`config.mk`:
```
export PLATFORM = sky130hd
export DESIGN_NAME = hilb_delay
export DESIGN_NICKNAME = d
export VERILOG_FILES = /design/src/fir_hilbert_transformer_defines.svh /design/src/hilb_pkg.sv /design/src/hilb_delay.sv
export SDC_FILE = /design/constraint.sdc
export NUM_CORES = 2
export LEC_CHECK = 0
export ABC_AREA = 0
export BUFFER_PORTS_ARGS = -buffer_cell sky130_fd_sc_hd__buf_2
export CAP_MARGIN = 20
export CORE_MARGIN = 1.5
export CORE_UTILIZATION = 57
export CTS_BUF_LIST = sky130_fd_sc_hd__clkbuf_8
export CTS_CLUSTER_DIAMETER = 150
export CTS_CLUSTER_SIZE = 25
export DETAILED_ROUTE_END_ITERATION = 12
export GPL_ROUTABILITY_DRIVEN = 0
export MAX_ROUTING_LAYER = met4
export PLACE_DENSITY = 0.79
export SLEW_MARGIN = 40
export SYNTH_ARGS = -nofsm -noshare
export SYNTH_HDL_FRONTEND = slang
export SYNTH_SLANG_ARGS = --single-unit
export TNS_END_PERCENT = 100
```
`constraint.sdc`:
```
create_clock -name i_clk -period 77.3 [get_ports i_clk]
set_input_delay 15.46 -clock i_clk [delete_from_list [all_inputs] [get_ports i_clk]]
set_output_delay 15.46 -clock i_clk [all_outputs]
set_load 0.02 [all_outputs]
```
`src/fir_hilbert_transformer_defines.svh`:
```
// assertion helpers for the hilbert transformer
`ifndef FIR_HILBERT_TRANSFORMER_DEFINES_SVH
`define FIR_HILBERT_TRANSFORMER_DEFINES_SVH

`ifndef SYNTHESIS

// checked only outside reset
`define HILB_ASSERT(lbl, clk, rst_n, prop) \
    lbl: assert property (@(posedge clk) disable iff (!rst_n) prop) \
        else $error("hilbert transformer check failed");

// checked on every edge, reset included
`define HILB_ASSERT_ALWAYS(lbl, clk, prop) \
    lbl: assert property (@(posedge clk) prop) \
        else $error("hilbert transformer check failed");

`else

`define HILB_ASSERT(lbl, clk, rst_n, prop)
`define HILB_ASSERT_ALWAYS(lbl, clk, prop)

`endif

`endif

```
`src/hilb_pkg.sv`:
```
`timescale 1ns / 1ps

package hilb_pkg;

    localparam int SAMPLE_BITS   = 24;
    localparam int TAP_COUNT     = 100;
    localparam int HALF_TAPS     = 50;
    localparam int DIRECT_LAG    = 99;
    localparam int ROM_FRAC      = 17;
    localparam int IN_DATA_BITS  = ((SAMPLE_BITS + 7) / 8) * 8;
    localparam int OUT_DATA_BITS = ((2 * SAMPLE_BITS + 7) / 8) * 8;

    typedef logic signed [SAMPLE_BITS-1:0] t_sample;

    // first half of the antisymmetric response, Q1.17; second half is the negated mirror
    localparam int COEF_ROM [HALF_TAPS] = '{
        106, 111, 118, 128, 142, 158, 178, 201, 227, 258,
        293, 332, 375, 423, 476, 535, 598, 668, 743, 825,
        915, 1011, 1115, 1228, 1351, 1483, 1627, 1782, 1952, 2137,
        2339, 2560, 2804, 3075, 3376, 3715, 4098, 4537, 5044, 5639,
        6350, 7216, 8300, 9701, 11592, 14298, 18517, 26066, 43601, 131042
    };

    // coefficient of tap k rescaled to Q1.(coef_bits-1), rounding half away from zero
    function automatic int coef_at(input int k, input int coef_bits);
        int  c;
        int  mag;
        bit  neg;
        if (k < HALF_TAPS) begin
            c = COEF_ROM[k];
        end else if (k < 2 * HALF_TAPS) begin
            c = -COEF_ROM[2 * HALF_TAPS - 1 - k];
        end else begin
            c = 0;
        end
        neg = (c < 0);
        mag = neg ? -c : c;
        if (coef_bits - 1 > ROM_FRAC) begin
            mag = mag << (coef_bits - 1 - ROM_FRAC);
        end else if (coef_bits - 1 < ROM_FRAC) begin
            mag = (mag + (1 << (ROM_FRAC - coef_bits))) >> (ROM_FRAC + 1 - coef_bits);
        end
        return neg ? -mag : mag;
    endfunction

endpackage

```
`src/hilb_delay.sv`:
```
`timescale 1ns / 1ps

// in-phase path: shift line matched to the center of the filter
module hilb_delay (
    input  logic              i_clk,
    input  logic              i_rst_n,
    input  logic              i_en,
    input  hilb_pkg::t_sample i_sample,
    output hilb_pkg::t_sample o_tap
);

    hilb_pkg::t_sample r_line [hilb_pkg::DIRECT_LAG];

    always_ff @(posedge i_clk) begin
        if (!i_rst_n) begin
            for (int i = 0; i < hilb_pkg::DIRECT_LAG; i++) begin
                r_line[i] <= '0;
            end
        end else if (i_en) begin
            r_line[0] <= i_sample;
            for (int i = 1; i < hilb_pkg::DIRECT_LAG; i++) begin
                r_line[i] <= r_line[i-1];
            end
        end
    end

    // oldest entry is the word accepted DIRECT_LAG words ago
    assign o_tap = r_line[hilb_pkg::DIRECT_LAG-1];

endmodule

```
==> out/metrics.yaml <==
logic_synthesis:
  synth_top_area_share_pct: 79.8
  synth_fa_ha_area_share_pct: 0
  post-synth-top-area-cell: "edfxtp_1"
  synthXorXnorAreaFrac_pct: 0
  synth-compound-area-share_pct: 0
  syn-cell-area_um2: 89400
  ys_types: 12
  synth_simple_gate_area_share_pct: 16.6
  synthMuxAreaShare_pct: 0
  synth_top_family_by_area: "simple AND/OR/NAND/NOR gates"
  ys_seq_area_share_pct: 79.8
  yosysWarnings: 0
  postSynthNetCount: 5244
  synth_area_leaders: "edfxtp_1, and3_1, and2_1, buf_6, buf_4"
  ys_ff_latch: 2376
  syn_area_per_cell_um2: 17.1
  syn_inst: 5217
global_routing:
  overflow: 0
  antenna_found_initial: 2
  grt_use_total_pct: 14.0
  grt_pass1_vias: 35996
  grt_max_degree: 307
  grt_pass1_wl_um: 184000
finish:
  instances_no_fill: 7033
  largest_reg_flops: 2376
  largest-register: "r_line"
  reg_top3: "r_line x2376"
  n_fill_cell: 11021
  layout-drive-gt1-share_pct: 4.39
  area_growth_pct: 2.34
  final_common_cell: "edfxtp_1"
  final_cell_mix: "edfxtp_1, and3_1, and2_1"
  layout.nets: 4993
sta:
  fin_skew_ps: 55.8
  final_max_slew_viol_count: 0
  tns_ps: 0
  min_period_ps: 19030
  min_period_over_period_pct: 24.6
  tightest_slew_ps: 815
  maxSlewHeadroom_pct: 45.7
  rsz0062_at_grt: "false"
  final-hold-violation-count: 0
  setup_viol: 0
  max_freq_mhz: 52.5
clocking:
  h-tree-depth: 3
  cts_tree: "built"
  clk_pin_slew_ps: 140
  ctsRootBufferMaster: "clkbuf_8"
  hold_buffers: 0
  clock_latency_ps: 890
  cts_buffer_depth: 3
  cts_setup_buffers: 0
  cts.sinks: 2376
  numCtsBuffers: 105
  cts_resized: 0
routing:
  ant_nets: 0
  drtPass1Iterations: 5
  vias: 38385
  finalWirelength_um: 109000
  drc: 0
  routed_via_density: 5.46
  routedWlPerCell_um: 15.6
  dr.first_iter.drc_count: 3532
die:
  row_count: 145
  die-area_um2: 159000
  die-height_um: 399
  initial_core_util_pct: 57.3
  core-area_um2: 156000
  die_width_um: 399
  ios: 51
pwr:
  swShare_pct: 19.9
  finalPower_mw: 2.08
  p_comb_share_pct: 4.1
  leakage_nw: 39.2
  p_int_mw: 1.66
  power_density_nw_per_um2: 22.7
  clock_power_share_pct: 22.4
  irDropWorstVdd_mv: 0.0188
  pwr-share-seq_pct: 73.5
  power.switching_mw: 0.414
worst_setup_path:
  end_kind: "flop"
  critPathArrivalTime_ps: 19530
  startpoint_type: "input pin"
  critical_path_class: "input pin to flop"
  worstPathMaxFanout: 140
  required_ps: 77790
run:
  maxCapViolations: 0
placement:
  portBuffers: 50
  dp.cells: 6915
  dp_hpwl_um: 50900
worst_hold_path:
  hold_class: "flop to flop"
run_status:
  outcome: "finished clean"
[final cells by class]
type / instances / area [µm²] / area share [%]
Clock inverter: 6 / 82.6 / 0.0902
Timing Repair Buffer: 106 / 1150 / 1.26
Clock buffer: 106 / 1460 / 1.59
Antenna cell: 4 / 10.0 / 0.0109
Sequential cell: 2376 / 71300 / 78.0
Tap cell: 2058 / 2570 / 2.81
Multi-Input combinational cell: 2377 / 14900 / 16.3
[stage by stage]
step,hold WS [ps],utilization (%),cell area [µm²],worst slack [ps]
2_1_floorplan,503,-,89400,1580
3_3_place_gp,505,57.4,89500,56320
3_5_place_dp,510,57.6,89900,57140
4_1_cts,504,58.6,91400,58120
5_1_grt,541,58.6,91500,57950
6_report,503,58.6,91500,58270
[worst paths after layout]
check / from / end / slack, ps / cells after the start
max: i_en / r_line[0][1632] / 58270 / 7
min: r_line[0][1624] / r_line[0][1648] / 500 / 1
min reg2reg: r_line[0][1624] / r_line[0][1648] / 500 / 1
max reg2reg: r_line[0][350] / r_line[0][374] / 76420 / 1
[power by group through the flow]
stage | registers, mW | logic [mW] | clock network [mW]
2_1_floorplan | 1.72 | 0.0750 | 0
3_3_place_gp | 1.55 | 0.0808 | 0
3_5_place_dp | 1.56 | 0.0858 | 0
4_1_cts | 1.53 | 0.0864 | 0.481
5_1_grt | 1.53 | 0.0969 | 0.519
6_report | 1.53 | 0.0848 | 0.465
[cell families (layout without fill, tap and decap cells)]
kind of cell  Yosys count  after routing
buf+inv               464            218
flops                2376           2376
other cells             0              4
simple gates         2377           2377
[worst max-delay path: stages]
cell and delay (ps):
buf_8 410, nand2b_4 580, buf_6 610, buf_6 660, buf_12 490, buf_16 450, buf_6 580
[cell usage after synthesis]
cell,number
buf_4,91
and2_1,792
buf_12,1
clkbuf_1,22
nand2b_1,1
clkbuf_2,128
buf_8,4
buf_6,97
clkbuf_4,6
buf_2,115
and3_1,1584
edfxtp_1,2376
[routing by layer]
layer	track usage, %	wire [µm]	vias up
li1	-	-	18699
met1	21.5	53700	19211
met2	20.1	51100	349
met3	2.12	2890	126
met4	2.75	1790	0
met5	-	0	-
(Power assumes the default switching activity.)
