File: config.mk
export PLATFORM = sky130hd
export DESIGN_NAME = hilb_cell
export DESIGN_NICKNAME = d
export VERILOG_FILES = /design/src/fir_hilbert_transformer_defines.svh /design/src/hilb_pkg.sv /design/src/hilb_cell.sv
export SDC_FILE = /design/constraint.sdc
export NUM_CORES = 1
export LEC_CHECK = 0
export ABC_CLOCK_PERIOD_IN_PS = 1000
export BUFFER_PORTS_ARGS = -buffer_cell sky130_fd_sc_hd__buf_2
export CORE_UTILIZATION = 35
export CTS_CLUSTER_SIZE = 40
export DETAILED_ROUTE_END_ITERATION = 8
export PLACE_DENSITY = 0.62
export RECOVER_POWER = 50
export SETUP_SLACK_MARGIN = 0.02
export SLEW_MARGIN = 10
export SYNTH_ARGS = -nofsm -noshare
export SYNTH_HDL_FRONTEND = slang
export SYNTH_SLANG_ARGS = --single-unit
File: constraint.sdc
create_clock -name i_clk -period 1 [get_ports i_clk]
set_input_delay 0.2 -clock i_clk [delete_from_list [all_inputs] [get_ports i_clk]]
set_output_delay 0.2 -clock i_clk [all_outputs]
set_load 0.05 [all_outputs]
File: src/fir_hilbert_transformer_defines.svh
// assertion helpers for the hilbert transformer
`ifndef FIR_HILBERT_TRANSFORMER_DEFINES_SVH
`define FIR_HILBERT_TRANSFORMER_DEFINES_SVH

`ifndef SYNTHESIS

// checked only outside reset
`define HILB_ASSERT(lbl, clk, rst_n, prop) \
    lbl: assert property (@(posedge clk) disable iff (!rst_n) prop) \
        else $error("hilbert transformer check failed");

// checked on every edge, reset included
`define HILB_ASSERT_ALWAYS(lbl, clk, prop) \
    lbl: assert property (@(posedge clk) prop) \
        else $error("hilbert transformer check failed");

`else

`define HILB_ASSERT(lbl, clk, rst_n, prop)
`define HILB_ASSERT_ALWAYS(lbl, clk, prop)

`endif

`endif

File: src/hilb_pkg.sv
`timescale 1ns / 1ps

package hilb_pkg;

    localparam int SAMPLE_BITS   = 24;
    localparam int TAP_COUNT     = 100;
    localparam int HALF_TAPS     = 50;
    localparam int DIRECT_LAG    = 99;
    localparam int ROM_FRAC      = 17;
    localparam int IN_DATA_BITS  = ((SAMPLE_BITS + 7) / 8) * 8;
    localparam int OUT_DATA_BITS = ((2 * SAMPLE_BITS + 7) / 8) * 8;

    typedef logic signed [SAMPLE_BITS-1:0] t_sample;

    // first half of the antisymmetric response, Q1.17; second half is the negated mirror
    localparam int COEF_ROM [HALF_TAPS] = '{
        106, 111, 118, 128, 142, 158, 178, 201, 227, 258,
        293, 332, 375, 423, 476, 535, 598, 668, 743, 825,
        915, 1011, 1115, 1228, 1351, 1483, 1627, 1782, 1952, 2137,
        2339, 2560, 2804, 3075, 3376, 3715, 4098, 4537, 5044, 5639,
        6350, 7216, 8300, 9701, 11592, 14298, 18517, 26066, 43601, 131042
    };

    // coefficient of tap k rescaled to Q1.(coef_bits-1), rounding half away from zero
    function automatic int coef_at(input int k, input int coef_bits);
        int  c;
        int  mag;
        bit  neg;
        if (k < HALF_TAPS) begin
            c = COEF_ROM[k];
        end else if (k < 2 * HALF_TAPS) begin
            c = -COEF_ROM[2 * HALF_TAPS - 1 - k];
        end else begin
            c = 0;
        end
        neg = (c < 0);
        mag = neg ? -c : c;
        if (coef_bits - 1 > ROM_FRAC) begin
            mag = mag << (coef_bits - 1 - ROM_FRAC);
        end else if (coef_bits - 1 < ROM_FRAC) begin
            mag = (mag + (1 << (ROM_FRAC - coef_bits))) >> (ROM_FRAC + 1 - coef_bits);
        end
        return neg ? -mag : mag;
    endfunction

endpackage

File: src/hilb_cell.sv
`timescale 1ns / 1ps

// one tap of the transposed chain: two sum stages, then multiply-add with the broadcast word
module hilb_cell #(
    parameter int COEF_BITS = 18,
    parameter int ACC_BITS  = 46,
    parameter logic signed [COEF_BITS-1:0] COEF     = '0,
    parameter logic signed [ACC_BITS-1:0]  ACC_INIT = '0
) (
    input  logic                       i_clk,
    input  logic                       i_rst_n,
    input  logic                       i_en,
    input  hilb_pkg::t_sample          i_sample,
    input  logic signed [ACC_BITS-1:0] i_sum,
    output logic signed [ACC_BITS-1:0] o_sum
);

    localparam int PROD_BITS = hilb_pkg::SAMPLE_BITS + COEF_BITS;

    logic signed [ACC_BITS-1:0]  r_d1;
    logic signed [ACC_BITS-1:0]  r_d2;
    logic signed [PROD_BITS-1:0] w_prod;

    // two sum stages per cell
    always_ff @(posedge i_clk) begin
        if (!i_rst_n) begin
            r_d1 <= ACC_INIT;
            r_d2 <= ACC_INIT;
        end else if (i_en) begin
            r_d1 <= i_sum;
            r_d2 <= r_d1;
        end
    end

    assign w_prod = PROD_BITS'(i_sample) * PROD_BITS'(COEF);
    assign o_sum  = ACC_BITS'(w_prod) + r_d2;

endmodule

==> results of run 1 <==
area by class of cell:
class,count,area [sq um]
Fill cell,925,5020
Clock buffer,10,138
Clock inverter,4,98.8
Sequential cell,92,1900
Tap cell,133,166
Timing Repair Buffer,101,998
Multi-Input combinational cell,184,1500
repair_timing:
item / CTS / global route
hold endpoints to repair: 0 / 0
pin swaps: 0 / 0
endpoints found under the setup margin: 46 / 46
resized for setup: 160 / 18
buffers inserted: 0 / 1
power by group through the flow:
stage                     Clock (mW)  Sequential, mW  Combinational, mW
after floorplan                    0            4.21              0.502
after global placement             0            3.99              0.897
after detailed placement           0            4.00              0.919
after CTS                       3.04            3.95               1.02
after global routing            3.20            3.98               1.09
final                           2.93            3.96               1.02
stage by stage:
stage / cell area (sq um) / util, % / power, mW / cells / setup TNS (ns)
floorplan: 3560 / - / 4.71 / 296 / 0
global placement: 4090 / 41.6 / 4.89 / 509 / 0
detailed placement: 4090 / 41.6 / 4.92 / 509 / -0.292
CTS: 4750 / 48.4 / 8.01 / 523 / -2.92
global route: 4800 / 48.9 / 8.28 / 524 / -4.66
finish: 4800 / 48.9 / 7.91 / 524 / -1.80
worst max-delay path by stage:
stage	start	to	slack (ns)	depth (start not counted)
after CTS	r_d2[24]	o_sum[24]	-0.08	1
after global routing	r_d2[24]	o_sum[24]	-0.10	1
after floorplan	r_d2[0]	r_d2[0]	0.1	2
after global placement	i_en	r_d2[21]	0.001	4
final	r_d2[7]	o_sum[7]	-0.06	1
after detailed placement	i_en	r_d1[26]	-0.06	4
layout by cell type (no fill, tap or decap):
cell	instances
mux2i_1	92
nor2b_1	92
buf_2	47
dfxtp_1	46
dfxtp_2	46
buf_8	40
clkbuf_8	10
buf_6	6
bufinv_16	3
buf_12	3
buf_4	2
clkbuf_4	2
clkinv_4	1
clkbuf_2	1
flip-flops by register name (all words and copies together), names as in the netlist:
register and cells:
r_d1 46, r_d2 46
per-layer routing:
layer / up-vias / wire length (um)
met2: 60 / 3160
li1: 1153 / -
met1: 1076 / 2790
met5: - / 0
met4: 0 / 102
met3: 8 / 367
cell families (layout without fill, tap and decap cells):
logic type / count (synthesis) / count (layout) / synth area share [%]
simple gates: 92 / 92 / 16.2
flops: 92 / 92 / 51.8
buf+inv: 20 / 115 / 6.12
mux: 92 / 92 / 25.9
==> results.toml, run 1 <==
[yosys]
syn_area_per_cell_sq_um = 12.0
ys.flop_type = "dfxtp_1"
synthCells = 296
synth_top_area_share_pct = 51.8
yosysSeqAreaShare_pct = 51.8
netlist_area_sq_mm = 0.00356
yosys_warnings = 0
ys_seq_elements = 92
async_flop_share_pct = 0
synth_top_area_cell = "dfxtp_1"
syn-num-nets = 369
ys_types = 8
synth_edf_count = 0
yosys-top-cells-count = "dfxtp_1 (92), mux2i_1 (92), nor2b_1 (92)"
synth_area_leaders = "dfxtp_1 (52%), mux2i_1 (26%), nor2b_1 (16%), buf_12 (4.5%), clkbuf_1 (0.95%)"

[routing]
firstDrtPassIters = 4
wl_per_cell_um = 12.3
wirelength_um = 6420
drt_iter0_markers = 30
via_per_inst = 4.38
drcViolationCount = 0
ant_nets = 0
vias = 2297

[placed_design]
portBuffers = 94
dp_hpwl_um = 4170
place_ws_ns = -0.0617
place_congestion = 0.631

[worst_setup_path]
rr_endpoint = "r_d2[11]"
arrival_ns = 0.86
path_cells = "buf_6"
path_delay_family = "flip-flops"
cpPeakStageDelay_ns = 0.35
start_kind = "flop"
worst-r2r-cell-count = 3
critPathBufInv = 1
r2r-start = "r_d2[11]"
path_max_fanout = 2
r2r_slack_ns = 0.25
crit_path_top_delay_cell = "dfxtp_2"
end_kind = "output pin"
worst_ep_required_time_ns = 0.80
criticalPathCategory = "reg2out"

[sta]
hold_viol_final = 0
max_slew_margin_pct = 62.4
post-route-period-util_pct = 106
worst_slack_ns = -0.0557
finalMaxSlewViolations = 0
skew_ns = 0.0106
tightest_slew_ns = 0.564
hold_slack_ns = 0.108
rsz0062_at_grt = "true"
period_minus_slack_ns = 1.06
finalSetupViolations = 46
fmax_mhz = 947

[clocking]
cts_hold_buffers = 0
insertion_delay_ns = 0.34
htreeDepth = 3
cts_tree = "built"
clockBufferDepth = 2
path_clk_slew_ns = 0.09
clock_sinks = 92
cts-root-buf = "clkbuf_8"
cts_made_buffers = 9

[power]
leakagePower_nw = 2.13
power_density_mw_per_mm2 = 1650
pwr-share-comb_pct = 12.8
power.internal_mw = 6.06
swShare_pct = 23.4
peakVddDrop_mv = 0.755
p_switching_mw = 1.85
power_frac_seq_pct = 50.0
pwr-share-clk_pct = 37.1

[outcome]
status = "finished with violations"
violations = "negative setup slack"

[global_routing]
top_usage_layer = "met2"
grt_use_met3_pct = 4.07
overflow = 0
grt_pass1_wl_um = 9890
grt_usage_pct = 12.2
grtUsageMet1_pct = 13.8
grt_pass1_vias = 2220
antenna_found_initial = 0
use_met2_pct = 20.6
grt_max_degree = 63

[worst_hold_path]
hp-class = "in2reg"
worstHoldEndpoint = "r_d1[18]"
hold_start = "i_sum[18]"
whs_path_depth = 3

[layout]
syn_to_final_growth_pct = 34.9
n_antenna_cell = 0
final_nets = 461
drive_gt1_share_pct = 41.2

[floorplanning]
die_w_um = 103
die_area_sq_mm = 0.0106
placeableCoreArea_sq_mm = 0.00982
pin_count = 119
fp-row-count = 36
die_height_um = 103
start_util_pct = 36.2

[flow_run]
max_cap_viol_count = 0
Note: power is estimated with default switching activity, not from simulation.
==> run 2: changes to the inputs <==
--- a/config.mk
+++ b/config.mk
@@ -7,3 +7,3 @@
 export LEC_CHECK = 0
-export ABC_CLOCK_PERIOD_IN_PS = 1000
+export ABC_CLOCK_PERIOD_IN_PS = 1300
 export BUFFER_PORTS_ARGS = -buffer_cell sky130_fd_sc_hd__buf_2
@@ -12,2 +12,3 @@
 export DETAILED_ROUTE_END_ITERATION = 8
+export HOLD_SLACK_MARGIN = 0.1
 export PLACE_DENSITY = 0.62
==> constraint.sdc (replaced) <==
create_clock -name i_clk -period 1.3 [get_ports i_clk]
set_input_delay 0.13 -clock i_clk [delete_from_list [all_inputs] [get_ports i_clk]]
set_output_delay 0.13 -clock i_clk [all_outputs]
set_load 0.05 [all_outputs]
==> run 2 against run 1 <==
Net effect:
- the run now ends clean
- critical path depth did not move
- sequential power fell by 24%
- setup slack improved by 0.26 ns
- clock-buffer cell count rose by 1
- design area fell by 2.4%
- via count rose by 6.5%
- flip-flop and latch count did not move
- combinational power fell by 22%
- core utilization fell by 1.2 points
- largest power group unchanged
- die area did not move
==> results.toml, run 2 (synthesis results as in run 1) <==
[sta]
finalSetupViolations = 0
period_minus_slack_ns = 1.10
finalMaxSlewViolations = 0
rsz0062_at_grt = "false"
hold_slack_ns = 0.202
skew_ns = 0.0112
hold_viol_final = 0
post-route-period-util_pct = 84.4
fmax_mhz = 911
tightest_slew_ns = 0.628
setup_tns_ns = 0
max_slew_margin_pct = 58.1

[placed_design]
portBuffers = 94
placed_cell_area_sq_mm = 0.00407
dp_hpwl_um = 4240
place_congestion = 0.644

[clocking]
cts_setup_buffers = 0
cts_resized = 0
cts_tree = "built"
cts_made_buffers = 9
clock_sinks = 92
htreeDepth = 3
path_clk_slew_ns = 0.09
insertion_delay_ns = 0.35
clockBufferDepth = 2
cts_hold_buffers = 46
cts-root-buf = "clkbuf_8"

[routing]
wl_per_cell_um = 11.5
via_per_inst = 4.29
drt_iter0_markers = 27
drcViolationCount = 0
firstDrtPassIters = 4
vias = 2447
wirelength_um = 6550
ant_nets = 0

[worst_setup_path]
worst_ep_required_time_ns = 1.17
path_max_fanout = 2
cpPeakStageDelay_ns = 0.35
worst-r2r-cell-count = 2
criticalPathCategory = "reg2out"
critPathBufInv = 1
path_delay_family = "flip-flops"
arrival_ns = 0.97
start_kind = "flop"
path_cells = "buf_2"
cp_num_cells = 1
end_kind = "output pin"
crit_path_top_delay_cell = "dfxtp_1"

[floorplanning]
die_w_um = 103
fp-row-count = 36
placeableCoreArea_sq_mm = 0.00982
start_util_pct = 36.2
die_height_um = 103
die_area_sq_mm = 0.0106
pin_count = 119

[global_routing]
grt_pass1_wl_um = 10400
antenna_found_initial = 0
grt_usage_pct = 12.8
grt_max_degree = 49
grt_pass1_vias = 2359
overflow = 0

[layout]
design_area_sq_mm = 0.00468
n_antenna_cell = 0
n_fill_cell = 972
layout_common_cells = "buf_2 (93), mux2i_1 (92), nor2b_1 (92), dfxtp_1 (92), dlygate4sd3_1 (46)"
finish.utilization_pct = 47.7
drive_gt1_share_pct = 25.8
biggestRegsByFlops = "r_d1: 46 flops, r_d2: 46 flops"
final_common_cell = "buf_2"
syn_to_final_growth_pct = 31.7
final_nets = 506

[power]
power_mw = 5.49
leakagePower_nw = 2.17
peakVddDrop_mv = 0.536
power_density_mw_per_mm2 = 1170

[worst_hold_path]
hp-class = "in2reg"
whs_path_depth = 3

[flow_run]
max_cap_viol_count = 0

[outcome]
status = "complete, no violations"
run 2: through the flow:
| stage | instances | setup slack (ns) |
|---|---|---|
| final | 571 | 0.203 |
| after floorplan | 296 | 0.397 |
| after CTS | 571 | 0.165 |
| after global routing | 571 | 0.0742 |
| after detailed placement | 509 | 0.223 |
| after global placement | 509 | 0.287 |
run 2: worst paths after layout:
check | slack, ns | startpoint | to
setup / recovery | 0.20 | r_d2[32] | o_sum[32]
hold / removal | 0.20 | i_en | r_d1[2]
setup reg to reg | 0.64 | r_d1[22] | r_d1[22]
hold reg to reg | 0.51 | r_d2[23] | r_d2[23]
run 2: report_power, final:
| group | total (mW) | internal [mW] | switching, mW |
|---|---|---|---|
| logic | 0.794 | 0.384 | 0.410 |
| registers | 3.01 | 2.95 | 0.0632 |
| clock network | 1.68 | 0.704 | 0.975 |
run 2: layout make-up:
type	count	area, sq um	area share [%]
clock inverters	5	37.5	0.801
well taps	133	166	3.55
flip-flops and latches	92	1840	39.3
clock buffers	11	131	2.81
multi-input cells	184	1500	32.0
repair buffers	146	1010	21.6
run 2: metal layers:
metal / share of wire (%) / track usage (%) / vias up
li1: - / - / 1248
met1: 44 / 14.3 / 1131
met4: 1.6 / 6.50 / 0
met5: 0 / 0 / -
met3: 4.3 / 3.46 / 8
met2: 50 / 22.5 / 60
==> run 3: changes to the inputs <==
Settings changed: ABC_AREA set to 1, ABC_CLOCK_PERIOD_IN_PS 1300 to 900, PLACE_DENSITY 0.62 to 0.64.
Clock period 1.3 ns to 0.9 ns, I/O delays scaled along.
==> run 3 against run 2 <==
Net effect:
- the run now ends with negative setup slack left
- flip-flop and latch count is the same
- global-route usage rose by 2.1 points
- power up 69%
- hold slack worse by 0.020 ns
- combinational power rose by 140%
- critical endpoint is now o_sum[15]
- setup slack lost 0.25 ns
==> results.toml, run 3 <==
[clocking]
clock_sinks = 92
insertion_delay_ns = 0.34
cts_tree = "built"
cts-root-buf = "clkbuf_8"
path_clk_slew_ns = 0.08
htreeDepth = 3
cts_made_buffers = 9
clockBufferDepth = 2

[worst_setup_path]
path_max_fanout = 2
crit_path_top_delay_cell = "dfxtp_4"
critPathBufInv = 1
worst_ep_required_time_ns = 0.81
path_cells = "buf_8"
critPathCapture = "o_sum[15]"
arrival_ns = 0.86
criticalPathCategory = "reg2out"
crit_start = "r_d2[15]"
start_kind = "flop"
end_kind = "output pin"
cpPeakStageDelay_ns = 0.37
rr_endpoint = "r_d2[41]"
path_delay_family = "flip-flops"
worst-r2r-cell-count = 3
r2r_slack_ns = 0.20
r2r-start = "r_d2[41]"
cp_num_cells = 1

[yosys]
yosys-top-cells-count = "nand2_1 (184), nor2_1 (184), dfxtp_1 (92), inv_1 (92), buf_2 (22)"
synth_area_leaders = "dfxtp_1 (49%), nand2_1 (18%), nor2_1 (18%), inv_1 (9.2%), buf_2 (2.9%)"
ys_seq_elements = 92
synthCells = 582
syn-num-nets = 655
synth_top_area_cell = "dfxtp_1"
syn_area_per_cell_sq_um = 6.42
async_flop_share_pct = 0
netlist_area_sq_mm = 0.00373
synth_edf_count = 0
ys.flop_type = "dfxtp_1"
ys_types = 7
synth_top_area_share_pct = 49.3
yosysSeqAreaShare_pct = 49.3
yosys_warnings = 0

[floorplanning]
placeableCoreArea_sq_mm = 0.0103
fp-row-count = 37
pin_count = 119
die_area_sq_mm = 0.0111
die_w_um = 105
die_height_um = 105
start_util_pct = 36.2

[placed_design]
portBuffers = 94
placedCellCount = 792
placed_cell_area_sq_mm = 0.00434
place_ws_ns = 0.0434
dp_hpwl_um = 4770
place_congestion = 0.727

[sta]
rsz0062_at_grt = "true"
hold_slack_ns = 0.182
finalMaxSlewViolations = 0
skew_ns = 0.00281
finalSetupViolations = 46
hold_viol_final = 0
fmax_mhz = 1050
max_slew_margin_pct = 84.3
period_minus_slack_ns = 0.952
tightest_slew_ns = 0.235
worst_slack_ns = -0.0515
post-route-period-util_pct = 106

[routing]
via_per_inst = 4.03
ant_nets = 0
wirelength_um = 7960
vias = 3463
drt_iter0_markers = 131
wl_per_cell_um = 9.26
drcViolationCount = 0
firstDrtPassIters = 4

[global_routing]
grt_use_met3_pct = 2.66
grt_pass1_vias = 3151
grt_usage_pct = 14.9
grt_pass1_wl_um = 13300
top_usage_layer = "met2"
grt_max_degree = 59
grtUsageMet1_pct = 16.2
use_met2_pct = 27.8
antenna_found_initial = 0
overflow = 0

[layout]
n_fill_cell = 975
final_nets = 791
syn_to_final_growth_pct = 47.9
n_antenna_cell = 0
biggestRegsByFlops = "r_d1: 46 flops, r_d2: 46 flops"
stdcell_count = 859
drive_gt1_share_pct = 23.4
layout_common_cells = "nor2_1 (184), nand2_1 (184), inv_1 (92)"
design_area_sq_mm = 0.00552

[worst_hold_path]
hold_start = "i_rst_n"
hp-class = "in2reg"

[power]
power_mw = 9.28
power_density_mw_per_mm2 = 1680
peakVddDrop_mv = 0.739
leakagePower_nw = 2.92

[outcome]
violations = "negative setup slack"
status = "finished with violations"

[flow_run]
max_cap_viol_count = 0
[run 3: changes by cell type after synthesis, sizes merged]
cell    delta
nor2     +184
inv       +92
nand2    +184
nor2b     -92
buf       +18
mux2i     -92
clkbuf     -8
[run 3: cell type report]
type	count	area, sq um	area share, %
clock inverters	4	47.5	0.861
repair buffers	155	1520	27.5
clock buffers	12	155	2.81
flip-flops and latches	92	1900	34.4
multi-input cells	368	1380	25.0
well taps	136	170	3.08
inverters	92	345	6.25
[run 3: how the worst min path moves through the flow]
stage | to | slack, ns | cells after the start
4_1_cts | r_d2[9] | 0.16 | 4
3_5_place_dp | r_d1[16] | 0.38 | 5
6_report | r_d2[9] | 0.18 | 4
5_1_grt | r_d2[10] | 0.19 | 4
2_1_floorplan | r_d1[0] | 0.28 | 4
3_3_place_gp | r_d1[41] | 0.37 | 5
[run 3: kinds of logic (layout without fill, tap and decap cells)]
| kind of cell | Yosys count | in the layout | synth area share (%) |
|---|---|---|---|
| buffers and inverters | 122 | 263 | 13.7 |
| DFF | 92 | 92 | 49.3 |
| and+or+nand+nor | 368 | 368 | 37.0 |
[run 3: routing by layer]
layer | vias to the layer above | wire [um]
met5 | - | 0
met1 | 1488 | 3640
met3 | 10 | 236
met4 | 0 | 168
met2 | 60 | 3910
li1 | 1905 | -
[run 3: metrics by stage]
stage	utilization, %	setup TNS, ns
after floorplan	-	0
after global placement	42.0	0
after detailed placement	42.0	0
after CTS	52.8	-2.72
after global routing	53.5	-3.42
final	53.5	-1.59
[run 3: where the power goes]
| group | total (mW) | switching, mW | internal, mW |
|---|---|---|---|
| logic | 1.93 | 1.07 | 0.856 |
| registers | 4.56 | 0.188 | 4.37 |
| clock network | 2.79 | 1.36 | 1.43 |
[run 3: what timing repair did]
item	in CTS	in global routing
hold buffers	46	0
endpoints found under the hold margin	46	0
pin swaps	0	0
endpoints found under the setup margin	46	46
gates cloned	0	0
gates resized for setup	163	13
buffers inserted	2	3
